### src/rht_pkg.sv
// ----------------------------------------------------------------------------
// rht_pkg
// shared types, codes and sizes of the rescale handshake tracker
// ----------------------------------------------------------------------------
package rht_pkg;

  localparam int NUM_SLOTS = 16;
  localparam int MAX_PAR   = 64;
  localparam int SLOT_W    = (NUM_SLOTS > 1) ? $clog2(NUM_SLOTS) : 1;
  localparam int MAP_W     = MAX_PAR;
  localparam int SUB_W     = 6;
  localparam int PAR_W     = 7;
  localparam int CKPT_W    = 64;

  // event modes
  localparam logic [2:0] MODE_REGISTER = 3'd0;
  localparam logic [2:0] MODE_REQUEST  = 3'd1;
  localparam logic [2:0] MODE_CKPT     = 3'd2;
  localparam logic [2:0] MODE_DRAINED  = 3'd3;
  localparam logic [2:0] MODE_READY    = 3'd4;
  localparam logic [2:0] MODE_ABORT    = 3'd5;
  localparam logic [2:0] MODE_QUERY    = 3'd6;

  // rescale states
  localparam logic [2:0] ST_IDLE  = 3'd0;
  localparam logic [2:0] ST_PREP  = 3'd1;
  localparam logic [2:0] ST_DRAIN = 3'd2;
  localparam logic [2:0] ST_CUT   = 3'd3;
  localparam logic [2:0] ST_DONE  = 3'd4;
  localparam logic [2:0] ST_ABORT = 3'd5;

  // status codes
  localparam logic [3:0] SC_OK        = 4'd0;
  localparam logic [3:0] SC_UNREG     = 4'd1;
  localparam logic [3:0] SC_NO_BOUNDS = 4'd2;
  localparam logic [3:0] SC_BELOW     = 4'd3;
  localparam logic [3:0] SC_ABOVE     = 4'd4;
  localparam logic [3:0] SC_EQUAL     = 4'd5;
  localparam logic [3:0] SC_BUSY      = 4'd6;
  localparam logic [3:0] SC_WRONG     = 4'd7;
  localparam logic [3:0] SC_NO_ABORT  = 4'd8;

  // one slot record
  typedef struct packed {
    logic [2:0]        state;
    logic [PAR_W-1:0]  cur;
    logic [PAR_W-1:0]  tgt;
    logic [PAR_W-1:0]  pmin;
    logic [PAR_W-1:0]  pmax;
    logic [CKPT_W-1:0] ckpt;
    logic [MAP_W-1:0]  dmap;
    logic [MAP_W-1:0]  rmap;
    logic [PAR_W-1:0]  dcnt;
    logic [PAR_W-1:0]  rcnt;
  } slot_rec_t;

  localparam int REC_W = $bits(slot_rec_t);

  // controller to datapath
  typedef struct packed {
    logic capture;
    logic rd_en;
    logic update;
  } dp_cmd_t;

endpackage

### src/rht_ram.sv
// ----------------------------------------------------------------------------
// rht_ram
// generic single-port ram with registered read
// ----------------------------------------------------------------------------
module rht_ram #(
  parameter int WIDTH = 8,
  parameter int DEPTH = 16
) (
  input  logic                             clk,
  input  logic                             we,
  input  logic                             re,
  input  logic [(DEPTH>1?$clog2(DEPTH):1)-1:0] addr,
  input  logic [WIDTH-1:0]                 wdata,
  output logic [WIDTH-1:0]                 rdata
);

  logic [WIDTH-1:0] mem [DEPTH];

  // write port and registered read
  always_ff @(posedge clk) begin
    if (we) begin
      mem[addr] <= wdata;
    end
    if (re) begin
      rdata <= mem[addr];
    end
  end

endmodule

### src/rht_datapath.sv
// ----------------------------------------------------------------------------
// rht_datapath
// slot table, event evaluation and result register
// ----------------------------------------------------------------------------
module rht_datapath (
  input  logic                          clk,
  input  logic                          rst,
  input  rht_pkg::dp_cmd_t              cmd,
  input  logic [2:0]                    mode,
  input  logic [3:0]                    op_slot,
  input  logic [6:0]                    parallelism,
  input  logic [6:0]                    par_min,
  input  logic [6:0]                    par_max,
  input  logic [5:0]                    subtask_index,
  input  logic [63:0]                   ckpt_id,
  output logic                          ok,
  output logic [3:0]                    status_code,
  output logic [2:0]                    rescale_state,
  output logic [6:0]                    current_out,
  output logic [6:0]                    target_out,
  output logic [6:0]                    min_out,
  output logic [6:0]                    max_out,
  output logic [63:0]                   cutover_out,
  output logic [6:0]                    drained_count,
  output logic [6:0]                    ready_count
);
  import rht_pkg::*;

  // captured event
  logic [2:0]        ev_mode;
  logic [3:0]        ev_slot;
  logic [PAR_W-1:0]  ev_par, ev_min, ev_max;
  logic [SUB_W-1:0]  ev_sub;
  logic [CKPT_W-1:0] ev_ckpt;

  logic [NUM_SLOTS-1:0] slot_valid;
  logic [REC_W-1:0]     rd_raw;
  slot_rec_t            rec, rec_next;
  logic                 in_range, vld, wr;
  logic [3:0]           code;
  logic                 okv;
  logic [MAP_W-1:0]     bit_m;
  logic [SLOT_W-1:0]    addr;

  assign in_range = ({28'd0, ev_slot} < 32'(NUM_SLOTS));
  assign addr     = cmd.capture ? SLOT_W'(op_slot) : SLOT_W'(ev_slot);
  assign vld      = in_range && slot_valid[SLOT_W'(ev_slot)];
  assign rec      = slot_rec_t'(rd_raw);
  assign bit_m    = ({26'd0, ev_sub} < 32'(MAX_PAR)) ?
                    (MAP_W'(1) << ev_sub) : '0;

  // event capture
  always_ff @(posedge clk) begin
    if (cmd.capture) begin
      ev_mode <= mode;
      ev_slot <= op_slot;
      ev_par  <= parallelism;
      ev_min  <= par_min;
      ev_max  <= par_max;
      ev_sub  <= subtask_index;
      ev_ckpt <= ckpt_id;
    end
  end

  rht_ram #(.WIDTH(REC_W), .DEPTH(NUM_SLOTS)) u_table (
    .clk   (clk),
    .we    (wr),
    .re    (cmd.rd_en),
    .addr  (addr),
    .wdata (rec_next),
    .rdata (rd_raw)
  );

  // event evaluation
  always_comb begin
    rec_next = rec;
    code     = SC_OK;
    okv      = 1'b0;
    if (!in_range) begin
      code = SC_UNREG;
    end else if (ev_mode == MODE_REGISTER) begin
      rec_next.state = ST_IDLE;
      rec_next.cur   = ev_par;
      rec_next.tgt   = ev_par;
      rec_next.pmin  = ev_min;
      rec_next.pmax  = ev_max;
      rec_next.ckpt  = '0;
      rec_next.dmap  = '0;
      rec_next.rmap  = '0;
      rec_next.dcnt  = '0;
      rec_next.rcnt  = '0;
      okv = 1'b1;
    end else if (!vld) begin
      code = SC_UNREG;
    end else begin
      case (ev_mode)
        MODE_REQUEST: begin
          if (rec.pmin == '0 && rec.pmax == '0) code = SC_NO_BOUNDS;
          else if (ev_par < rec.pmin) code = SC_BELOW;
          else if (ev_par > rec.pmax) code = SC_ABOVE;
          else if (ev_par == rec.cur) code = SC_EQUAL;
          else if (rec.state == ST_PREP || rec.state == ST_DRAIN ||
                   rec.state == ST_CUT) code = SC_BUSY;
          else begin
            rec_next.tgt   = ev_par;
            rec_next.state = ST_PREP;
            rec_next.ckpt  = '0;
            rec_next.dmap  = '0;
            rec_next.rmap  = '0;
            rec_next.dcnt  = '0;
            rec_next.rcnt  = '0;
            okv = 1'b1;
          end
        end
        MODE_CKPT: begin
          if (rec.state != ST_PREP) code = SC_WRONG;
          else begin
            rec_next.ckpt  = ev_ckpt;
            rec_next.state = ST_DRAIN;
            okv = 1'b1;
          end
        end
        MODE_DRAINED: begin
          if (rec.state != ST_DRAIN) code = SC_WRONG;
          else begin
            if ((rec.dmap & bit_m) == '0 && bit_m != '0) begin
              rec_next.dmap = rec.dmap | bit_m;
              rec_next.dcnt = rec.dcnt + 7'd1;
            end
            if (rec_next.dcnt >= rec.cur) rec_next.state = ST_CUT;
            okv = 1'b1;
          end
        end
        MODE_READY: begin
          if (rec.state != ST_CUT) code = SC_WRONG;
          else begin
            if ((rec.rmap & bit_m) == '0 && bit_m != '0) begin
              rec_next.rmap = rec.rmap | bit_m;
              rec_next.rcnt = rec.rcnt + 7'd1;
            end
            if (rec_next.rcnt >= rec.tgt) begin
              rec_next.cur   = rec.tgt;
              rec_next.state = ST_DONE;
            end
            okv = 1'b1;
          end
        end
        MODE_ABORT: begin
          if (rec.state == ST_IDLE || rec.state == ST_DONE) code = SC_NO_ABORT;
          else begin
            rec_next.state = ST_ABORT;
            rec_next.tgt   = rec.cur;
            rec_next.ckpt  = '0;
            rec_next.dmap  = '0;
            rec_next.rmap  = '0;
            rec_next.dcnt  = '0;
            rec_next.rcnt  = '0;
            okv = 1'b1;
          end
        end
        MODE_QUERY: okv = 1'b1;
        default:    code = SC_WRONG;
      endcase
    end
  end

  assign wr = cmd.update && okv && (ev_mode != MODE_QUERY);

  // valid bits
  always_ff @(posedge clk) begin
    if (rst) begin
      slot_valid <= '0;
    end else if (wr && ev_mode == MODE_REGISTER) begin
      slot_valid[SLOT_W'(ev_slot)] <= 1'b1;
    end
  end

  // result register
  always_ff @(posedge clk) begin
    if (cmd.update) begin
      ok          <= okv;
      status_code <= code;
      if (code == SC_UNREG) begin
        rescale_state <= '0;
        current_out   <= '0;
        target_out    <= '0;
        min_out       <= '0;
        max_out       <= '0;
        cutover_out   <= '0;
        drained_count <= '0;
        ready_count   <= '0;
      end else begin
        rescale_state <= rec_next.state;
        current_out   <= rec_next.cur;
        target_out    <= rec_next.tgt;
        min_out       <= rec_next.pmin;
        max_out       <= rec_next.pmax;
        cutover_out   <= rec_next.ckpt;
        drained_count <= rec_next.dcnt;
        ready_count   <= rec_next.rcnt;
      end
    end
  end

endmodule

### src/rht_ctrl.sv
// ----------------------------------------------------------------------------
// rht_ctrl
// handshake sequencer: capture, table read, update, hold result
// ----------------------------------------------------------------------------
module rht_ctrl (
  input  logic             clk,
  input  logic             rst,
  input  logic             in_valid,
  output logic             in_ready,
  output logic             out_valid,
  input  logic             out_ready,
  output rht_pkg::dp_cmd_t cmd
);
  import rht_pkg::*;

  typedef enum logic [2:0] {
    S_IDLE = 3'b001,
    S_EVAL = 3'b010,
    S_OUT  = 3'b100
  } state_t;

  state_t state, state_next;

  assign in_ready    = (state == S_IDLE);
  assign out_valid   = (state == S_OUT);
  assign cmd.capture = in_valid && in_ready;
  assign cmd.rd_en   = cmd.capture;
  assign cmd.update  = (state == S_EVAL);

  // next state
  always_comb begin
    state_next = state;
    case (state)
      S_IDLE:  if (in_valid) state_next = S_EVAL;
      S_EVAL:  state_next = S_OUT;
      S_OUT:   if (out_ready) state_next = S_IDLE;
      default: state_next = S_IDLE;
    endcase
  end

  always_ff @(posedge clk) begin
    if (rst) begin
      state <= S_IDLE;
    end else begin
      state <= state_next;
    end
  end

endmodule

### src/rescale_handshake_tracker_unit.sv
// ----------------------------------------------------------------------------
// rescale_handshake_tracker_unit
// operator slot table tracking rescale handshakes
// ----------------------------------------------------------------------------
// usage:
//   input channel (in_valid/in_ready) carries one event beat: mode, op_slot,
//   parallelism, bounds, subtask_index and ckpt_id.
//   output channel (out_valid/out_ready) carries one result beat per event:
//   ok, status_code and the slot contents after the event.
//   an event is captured and its slot record read from the table ram in the
//   accept cycle, evaluated and written back in the next, and the result is
//   offered the cycle after that. a new event is taken once the result beat
//   is delivered, so the unit never works on two events at once; the
//   single-port slot ram read-modify-write is the reason.
//   reset clears the state machine and all slot valid bits; slot contents
//   are only used after a register event has written them.
//   while the receiver stalls the result holds and in_ready stays low.
// ----------------------------------------------------------------------------
module rescale_handshake_tracker_unit (
  input  logic        clk,
  input  logic        rst,
  input  logic        in_valid,
  output logic        in_ready,
  input  logic [2:0]  mode,
  input  logic [3:0]  op_slot,
  input  logic [6:0]  parallelism,
  input  logic [6:0]  par_min,
  input  logic [6:0]  par_max,
  input  logic [5:0]  subtask_index,
  input  logic [63:0] ckpt_id,
  output logic        out_valid,
  input  logic        out_ready,
  output logic        ok,
  output logic [3:0]  status_code,
  output logic [2:0]  rescale_state,
  output logic [6:0]  current_out,
  output logic [6:0]  target_out,
  output logic [6:0]  min_out,
  output logic [6:0]  max_out,
  output logic [63:0] cutover_out,
  output logic [6:0]  drained_count,
  output logic [6:0]  ready_count
);
  import rht_pkg::*;

  dp_cmd_t cmd;

  rht_ctrl u_ctrl (
    .clk       (clk),
    .rst       (rst),
    .in_valid  (in_valid),
    .in_ready  (in_ready),
    .out_valid (out_valid),
    .out_ready (out_ready),
    .cmd       (cmd)
  );

  rht_datapath u_dp (
    .clk             (clk),
    .rst             (rst),
    .cmd             (cmd),
    .mode            (mode),
    .op_slot         (op_slot),
    .parallelism     (parallelism),
    .par_min         (par_min),
    .par_max         (par_max),
    .subtask_index   (subtask_index),
    .ckpt_id         (ckpt_id),
    .ok              (ok),
    .status_code     (status_code),
    .rescale_state   (rescale_state),
    .current_out     (current_out),
    .target_out      (target_out),
    .min_out         (min_out),
    .max_out         (max_out),
    .cutover_out     (cutover_out),
    .drained_count   (drained_count),
    .ready_count     (ready_count)
  );

endmodule

### config.mk
export PLATFORM = sky130hd
export DESIGN_NAME = rescale_handshake_tracker_unit
export DESIGN_NICKNAME = d
export VERILOG_FILES = /design/src/rht_pkg.sv /design/src/rht_ram.sv /design/src/rht_datapath.sv /design/src/rht_ctrl.sv /design/src/rescale_handshake_tracker_unit.sv
export SDC_FILE = /design/constraint.sdc
export NUM_CORES = 2
export LEC_CHECK = 0
export BUFFER_PORTS_ARGS = -buffer_cell sky130_fd_sc_hd__buf_4
export CAP_MARGIN = 5
export CORE_MARGIN = 4
export CORE_UTILIZATION = 40
export DETAILED_ROUTE_END_ITERATION = 6
export PLACE_DENSITY = 0.59
export SLEW_MARGIN = 25
export SYNTH_ARGS = -nofsm -noshare
export SYNTH_HDL_FRONTEND = slang
export SYNTH_SLANG_ARGS = --single-unit
### constraint.sdc
create_clock -name clk -period 56.7 [get_ports clk]
set_input_delay 8.505 -clock clk [delete_from_list [all_inputs] [get_ports clk]]
set_output_delay 8.505 -clock clk [all_outputs]
set_load 0.05 [all_outputs]
======== Yosys cells after proc, flatten, opt, wreduce, memory -nomap -nowiden ========
Memories as Yosys holds them, arrays and structs flattened. A register that Yosys moved wholly into a read port is not among the register bits.
Cells that the tools add are included.
word-level totals
  register bits ........................... 231
  RAM bits ................................ 3792
  word-level logic and storage cells ...... 161
  memories ................................ 1
cells by class
  $add $sub $neg .......................... 2
  order comparisons ....................... 6
  equal/unequal tests ..................... 21
  shift operators ......................... 1
  muxes and demuxes ....................... 87
  bitwise logic cells ..................... 5
  reductions and logical operators ........ 19
memories
  name              depth  bits a word  rd ports  clocked after Yosys merged registers in  wr ports  line           RTL
  u_dp.u_table.mem  16     237          1         1                                        1         rht_ram.sv:17  logic [WIDTH-1:0] mem [DEPTH];
operators by type and width
  operator                count
  $mux W206               8
  $pmux W64 S3            3
  $mux W64                5
  $mux W7                 19
  $and A64 B64 Y64        2
  $logic_not A64 Y1       2
  $or A64 B64 Y64         2
  $reduce_bool A64 Y1     1
  $shl A1 B6 Y64 const A  1
  $mux W3                 15
  $pmux W7 S3             2
  $mux W17                2
  $mux W4                 8
  $pmux W4 S6             1
  $mux W10                2
  $or A16 B16 Y16         1
  $eq A3 B2 Y1 const B    5
  $eq A3 B3 Y1 const B    5
  $mux W1                 15
  $pmux W3 S5             1
  $add A7 B1 Y7 const B   2
  $ge A7 B7 Y1            2
  $logic_not A7 Y1        2
  $mux W14                1
  21 further kinds        34

======== Depth between registers and ports, before layout ========
  depth after elaboration ................. 15
  depth in mapped cells ................... 21
  depth with buffers taken out ............ 16

======== By module ========
From an unflattened synthesis, not the netlist that was laid out.
second synthesis, totals
  cell total of the unflattened synthesis .. 7603
  area, all modules ....................... 162822.4 um^2
by module, submodules not included
  module        times used  cells each  area an instance (um^2)  seq. area each (um^2)
  rht_ram       1           6031        148364.8                 120986.0
  rht_datapath  1           1555        14295.0                  6646.4
  rht_ctrl      1           17          162.7                    60.1

======== Worst setup path before layout ========
No wires, ideal clock.
  path type ............................... input-to-reg
  from .................................... input in_valid
  to ...................................... memory u_dp.u_table.mem[11][0] (netlist bit), enable pin
  library setup time ...................... 1414 ps
  arrival ................................. 36604 ps
  setup slack ............................. 18682 ps
  cell stages on the path ................. 8
  buffers on the path ..................... 3
  cell sequence ........................... and2_1 > buf_2 > mux2i_1 > inv_2 > clkbuf_1 > clkbuf_1 > nand2_1 > nor4_1
between the ends
  longest elaborated chain between the ends .. 2
RTL lines
  what                 line                                  RTL
  from (decl)          rescale_handshake_tracker_unit.sv:22  input logic in_valid,
  $logic_and A1 B1 Y1  rht_ctrl.sv:26                        assign cmd.capture = in_valid && in_ready;
  net u_dp.u_table.re  rht_ram.sv:11                         input logic re,
  $mux W4              -
  net u_dp.addr[1]     rht_datapath.sv:43                    logic [SLOT_W-1:0] addr;
  to (decl)            rht_ram.sv:17
The timed path passes the listed nets, and every way through them passes these cells.

======== Final worst setup path ========
  from .................................... input in_valid
  to ...................................... memory u_dp.u_table.mem[4][32] (netlist bit), enable pin
between the ends
  longest elaborated chain between the ends .. 2
RTL lines
  what                 line
  $logic_and A1 B1 Y1  rht_ctrl.sv:26
  $mux W4              -
No other way between the ends.

==> results.sh <==
export IMPL_layout_area_overhead_vs_synth_pct=12.9
export IMPL_ys_dominant_reg_cell="edfxtp_1"
export IMPL_instance_count_of_the_mapped_netlist=13003
export IMPL_grt_total_usage_pct=21.7
export IMPL_cp_end_kind="flop"
export IMPL_portion_of_the_post_synthesis_area_used_by_sequential_elements_pct=75.3
export IMPL_gr_usage_met2_pct=34.4
export IMPL_critical_path_required_ps=57300
export IMPL_die_area_um2=434000
export IMPL_cts_num_sinks=4260
export IMPL_detail_route_first_pass_iterations=6
export IMPL_post_cts_repair_setup_buffers=0
export IMPL_cts_root_buf="clkbuf_16"
export IMPL_rsz_0062_raised_after_global_routing="no"
export IMPL_htree_num_levels=5
export IMPL_max_freq_mhz=73.2
export IMPL_share_seq_of_total_power_pct=48.3
export IMPL_floorplan_rows=238
export IMPL_detailedPlacementHpwl_um=233000
export IMPL_grt_antenna_before_repair=15
export IMPL_cts_hold_repair_buffers=0
export IMPL_synthTopCellsByArea="edfxtp_1, nand2_1, nand3_1"
export IMPL_ff2ff_setup_slack_ps=48820
export IMPL_final_layout_size_suffix_gt1_share_pct=9.01
export IMPL_final_nets=13105
export IMPL_rel_slew_slack_pct=24.9
export IMPL_mostFrequentLayoutCell="edfxtp_1"
export IMPL_globalRouteOverflowTotal=0
export IMPL_drv_max_cap_violation_count=0
export IMPL_syn_area_per_cell_um2=13.0
export IMPL_fin_skew_ps=111
export IMPL_synth_ff_latch_count=4260
export IMPL_groute_layer_met1_usage_pct=31.2
export IMPL_outcome="finished, final reports clean"
export IMPL_clock_latency_ps=1000
export IMPL_synthesis_nets=13134
export IMPL_cts_inserted_buffers=430
export IMPL_comb_power_share_pct=14.6
export IMPL_yosysUniqueCellTypes=83
export IMPL_route_final_wire_length_um=489000
export IMPL_synth_async_reset_ratio_pct=0
export IMPL_timing_final_crit_period_ps=13670
export IMPL_peakVddDrop_mv=0.0294
export IMPL_fin_setup_tns_ps=0
export IMPL_power_report_internal_total_uw=5580
export IMPL_startpoint_of_the_worst_register_to_register_path="u_dp.ev_sub[4]"
export IMPL_grt_first_pass_wirelength_um=714000
export IMPL_timing_final_hold_violations=0
export IMPL_report_final_setup_viol=0
export IMPL_grt_start_max_net_pins=173
export IMPL_post_place_ws_ps=42080
export IMPL_cts_resized=0
export IMPL_worstSetupPathType="primary input to flop"
export IMPL_global_route_usage_met3_pct=2.90
export IMPL_power_share_switching_pct=27.3
export IMPL_power_switching_uw=2090
export IMPL_fin_hold_ws_ps=464
export IMPL_die_height_um=659
export IMPL_initial_utilization_pct=40.2
export IMPL_finalMaxSlewViolations=0
export IMPL_share_of_the_clock_period_used_by_the_worst_path_pct=24.1
export IMPL_timing_final_ws_setup_ps=43030
export IMPL_top_cell_type_s_share_of_synthesized_area_pct=75.0
export IMPL_clock_tree_buffer_depth=4
export IMPL_detail_route_iter0_violations=13548
export IMPL_mostFrequentLayoutCells="edfxtp_1, nand2_1, nand3_1"
export IMPL_cp_max_fo=124
export IMPL_tritoncts="yes"
export IMPL_fp_dieW_um=659
export IMPL_combined_area_of_all_synthesized_cells_um2=170000
export IMPL_ys_warnings_count=0
export IMPL_min_from="u_dp.slot_valid[7]"
export IMPL_buffer_ports_inserted=217
export IMPL_gpl_final_weighted_congestion=0.798
export IMPL_final_antenna_net_count=0
export IMPL_worstHoldPathType="flop to flop"
export IMPL_pwr_share_clk_pct=37.1
export IMPL_clkSlewWorstSetupHoldPaths_ps=60
export IMPL_synth_enable_flop_cells=4237
export IMPL_top_level_ports=218
export IMPL_ff2ff_path_depth=17
export IMPL_regToRegEndpoint="u_dp.current_out[6]"
export IMPL_detailroute_via_count=108935
export IMPL_post_synth_top_area_cell="edfxtp_1"
export IMPL_vias_per_cell=5.74
export IMPL_transition_at_the_pin_with_the_smallest_max_transition_slack_ps=1130
export IMPL_drc_errors=0
export IMPL_multiInputGateArea_um2=38400
export IMPL_grt_busiest_layer="met2"
export IMPL_power_static_leakage_uw=0.0650
export IMPL_vias_in_the_first_global_route=103816
export IMPL_core_area_um2=421000
export IMPL_p_per_area_nw_per_um2=40.1
export IMPL_routedWlPerCell_um=25.8
export IMPL_layout_area_seq_um2=128000
export IMPL_whs_path_depth=2
export IMPL_startpoint_type="primary input"
export IMPL_min_to="u_dp.slot_valid[7]"
export IMPL_worstPathArrival_ps=14270
export IMPL_fill_cells=37378
[layer usage]
metal | share of wire, % | vias up | wire, µm
li1 | - | 48068 | -
met1 | 42 | 55041 | 207000
met3 | 8.2 | 891 | 40200
met2 | 46 | 4929 | 227000
met4 | 3.2 | 6 | 15700
met5 | 0.0059 | - | 29
[power by group through the flow]
| stage | logic, µW | clock network (µW) | registers, µW |
|---|---|---|---|
| 2_1_floorplan | 734 | 0 | 3750 |
| 3_3_place_gp | 1100 | 0 | 3770 |
| 3_5_place_dp | 1110 | 0 | 3770 |
| 4_1_cts | 1110 | 2890 | 3700 |
| 5_1_grt | 1220 | 3020 | 3710 |
| 6_report | 1120 | 2850 | 3710 |
[final cells by class]
type | count | area share (%)
Multi-Input combinational cell | 7763 | 20.1
Timing Repair Buffer | 476 | 2.10
Clock inverter | 261 | 1.46
Antenna cell | 4 | 0.00523
Tap cell | 5640 | 3.69
Clock buffer | 531 | 5.87
Sequential cell | 4260 | 66.7
Inverter | 43 | 0.0987
[registers in the layout (all words and copies together), names as in the netlist, 7 cells and up]
signal	count
u_dp.current_out	7
u_dp.cutover_out	64
u_dp.drained_count	7
u_dp.ev_ckpt	64
u_dp.ev_max	7
u_dp.ev_min	7
u_dp.ev_par	7
u_dp.max_out	7
u_dp.min_out	7
u_dp.ready_count	7
u_dp.slot_valid	16
u_dp.target_out	7
u_dp.u_table.mem	3792
u_dp.u_table.rdata	237
[cell families (layout without fill, tap and decap cells)]
logic type	after synthesis	in the layout	synth area share [%]
buf+inv	980	1311	2.33
flops	4260	4260	75.3
xor+xnor	19	19	0.0981
mux	43	43	0.311
simple gates	6568	6568	16.8
compound gates	1104	1104	4.95
fa+ha+maj	29	29	0.214
other cells	0	4	0
[stage by stage]
step                instances  power, µW  instance area (µm²)  utilization [%]
global route            18977       7950               191000             45.4
floorplan               13003       4490               170000                -
CTS                     18973       7710               191000             45.4
global placement        18181       4870               177000             42.1
finish                  18978       7670               191000             45.4
detailed placement      18181       4880               177000             42.1
[cell usage after synthesis, types with 12 or more instances]
cell and instances:
o21a_1 71, edfxtp_1 4237, inv_1 39, o21ai_0 49, buf_2 142, a311oi_1 477, a22oi_1 72, buf_1 32
a21oi_1 40, clkbuf_1 748, nand3_1 1946, nor2b_1 14, a22o_1 12, mux2_2 14, nor4_1 88, nor3_1 82
and3_1 248, ha_1 29, mux2i_1 22, nor2_1 195, and2_1 24, a31oi_1 310, dfxtp_1 23, nand2_1 3888
[critical path: stages]
cell and delay [ps]:
buf_4 70, and2_4 240, mux2i_4 250, buf_4 350, buf_4 680, buf_12 660, nand2_1 320, nor4_2 450
buf_12 710, buf_4 880, buf_4 890
[worst max path at each step]
stage                         from                      end  slack [ps]
final                     in_valid  u_dp.u_table.mem[4][32]       43030
after global routing      in_valid  u_dp.u_table.mem[4][37]       42830
after CTS                 in_valid  u_dp.u_table.mem[4][42]       43150
after detailed placement  in_valid  u_dp.u_table.mem[4][42]       42080
after global placement    in_valid  u_dp.u_table.mem[4][42]       42130
after floorplan           in_valid  u_dp.u_table.mem[11][0]       18680
(Power assumes the default switching activity.)
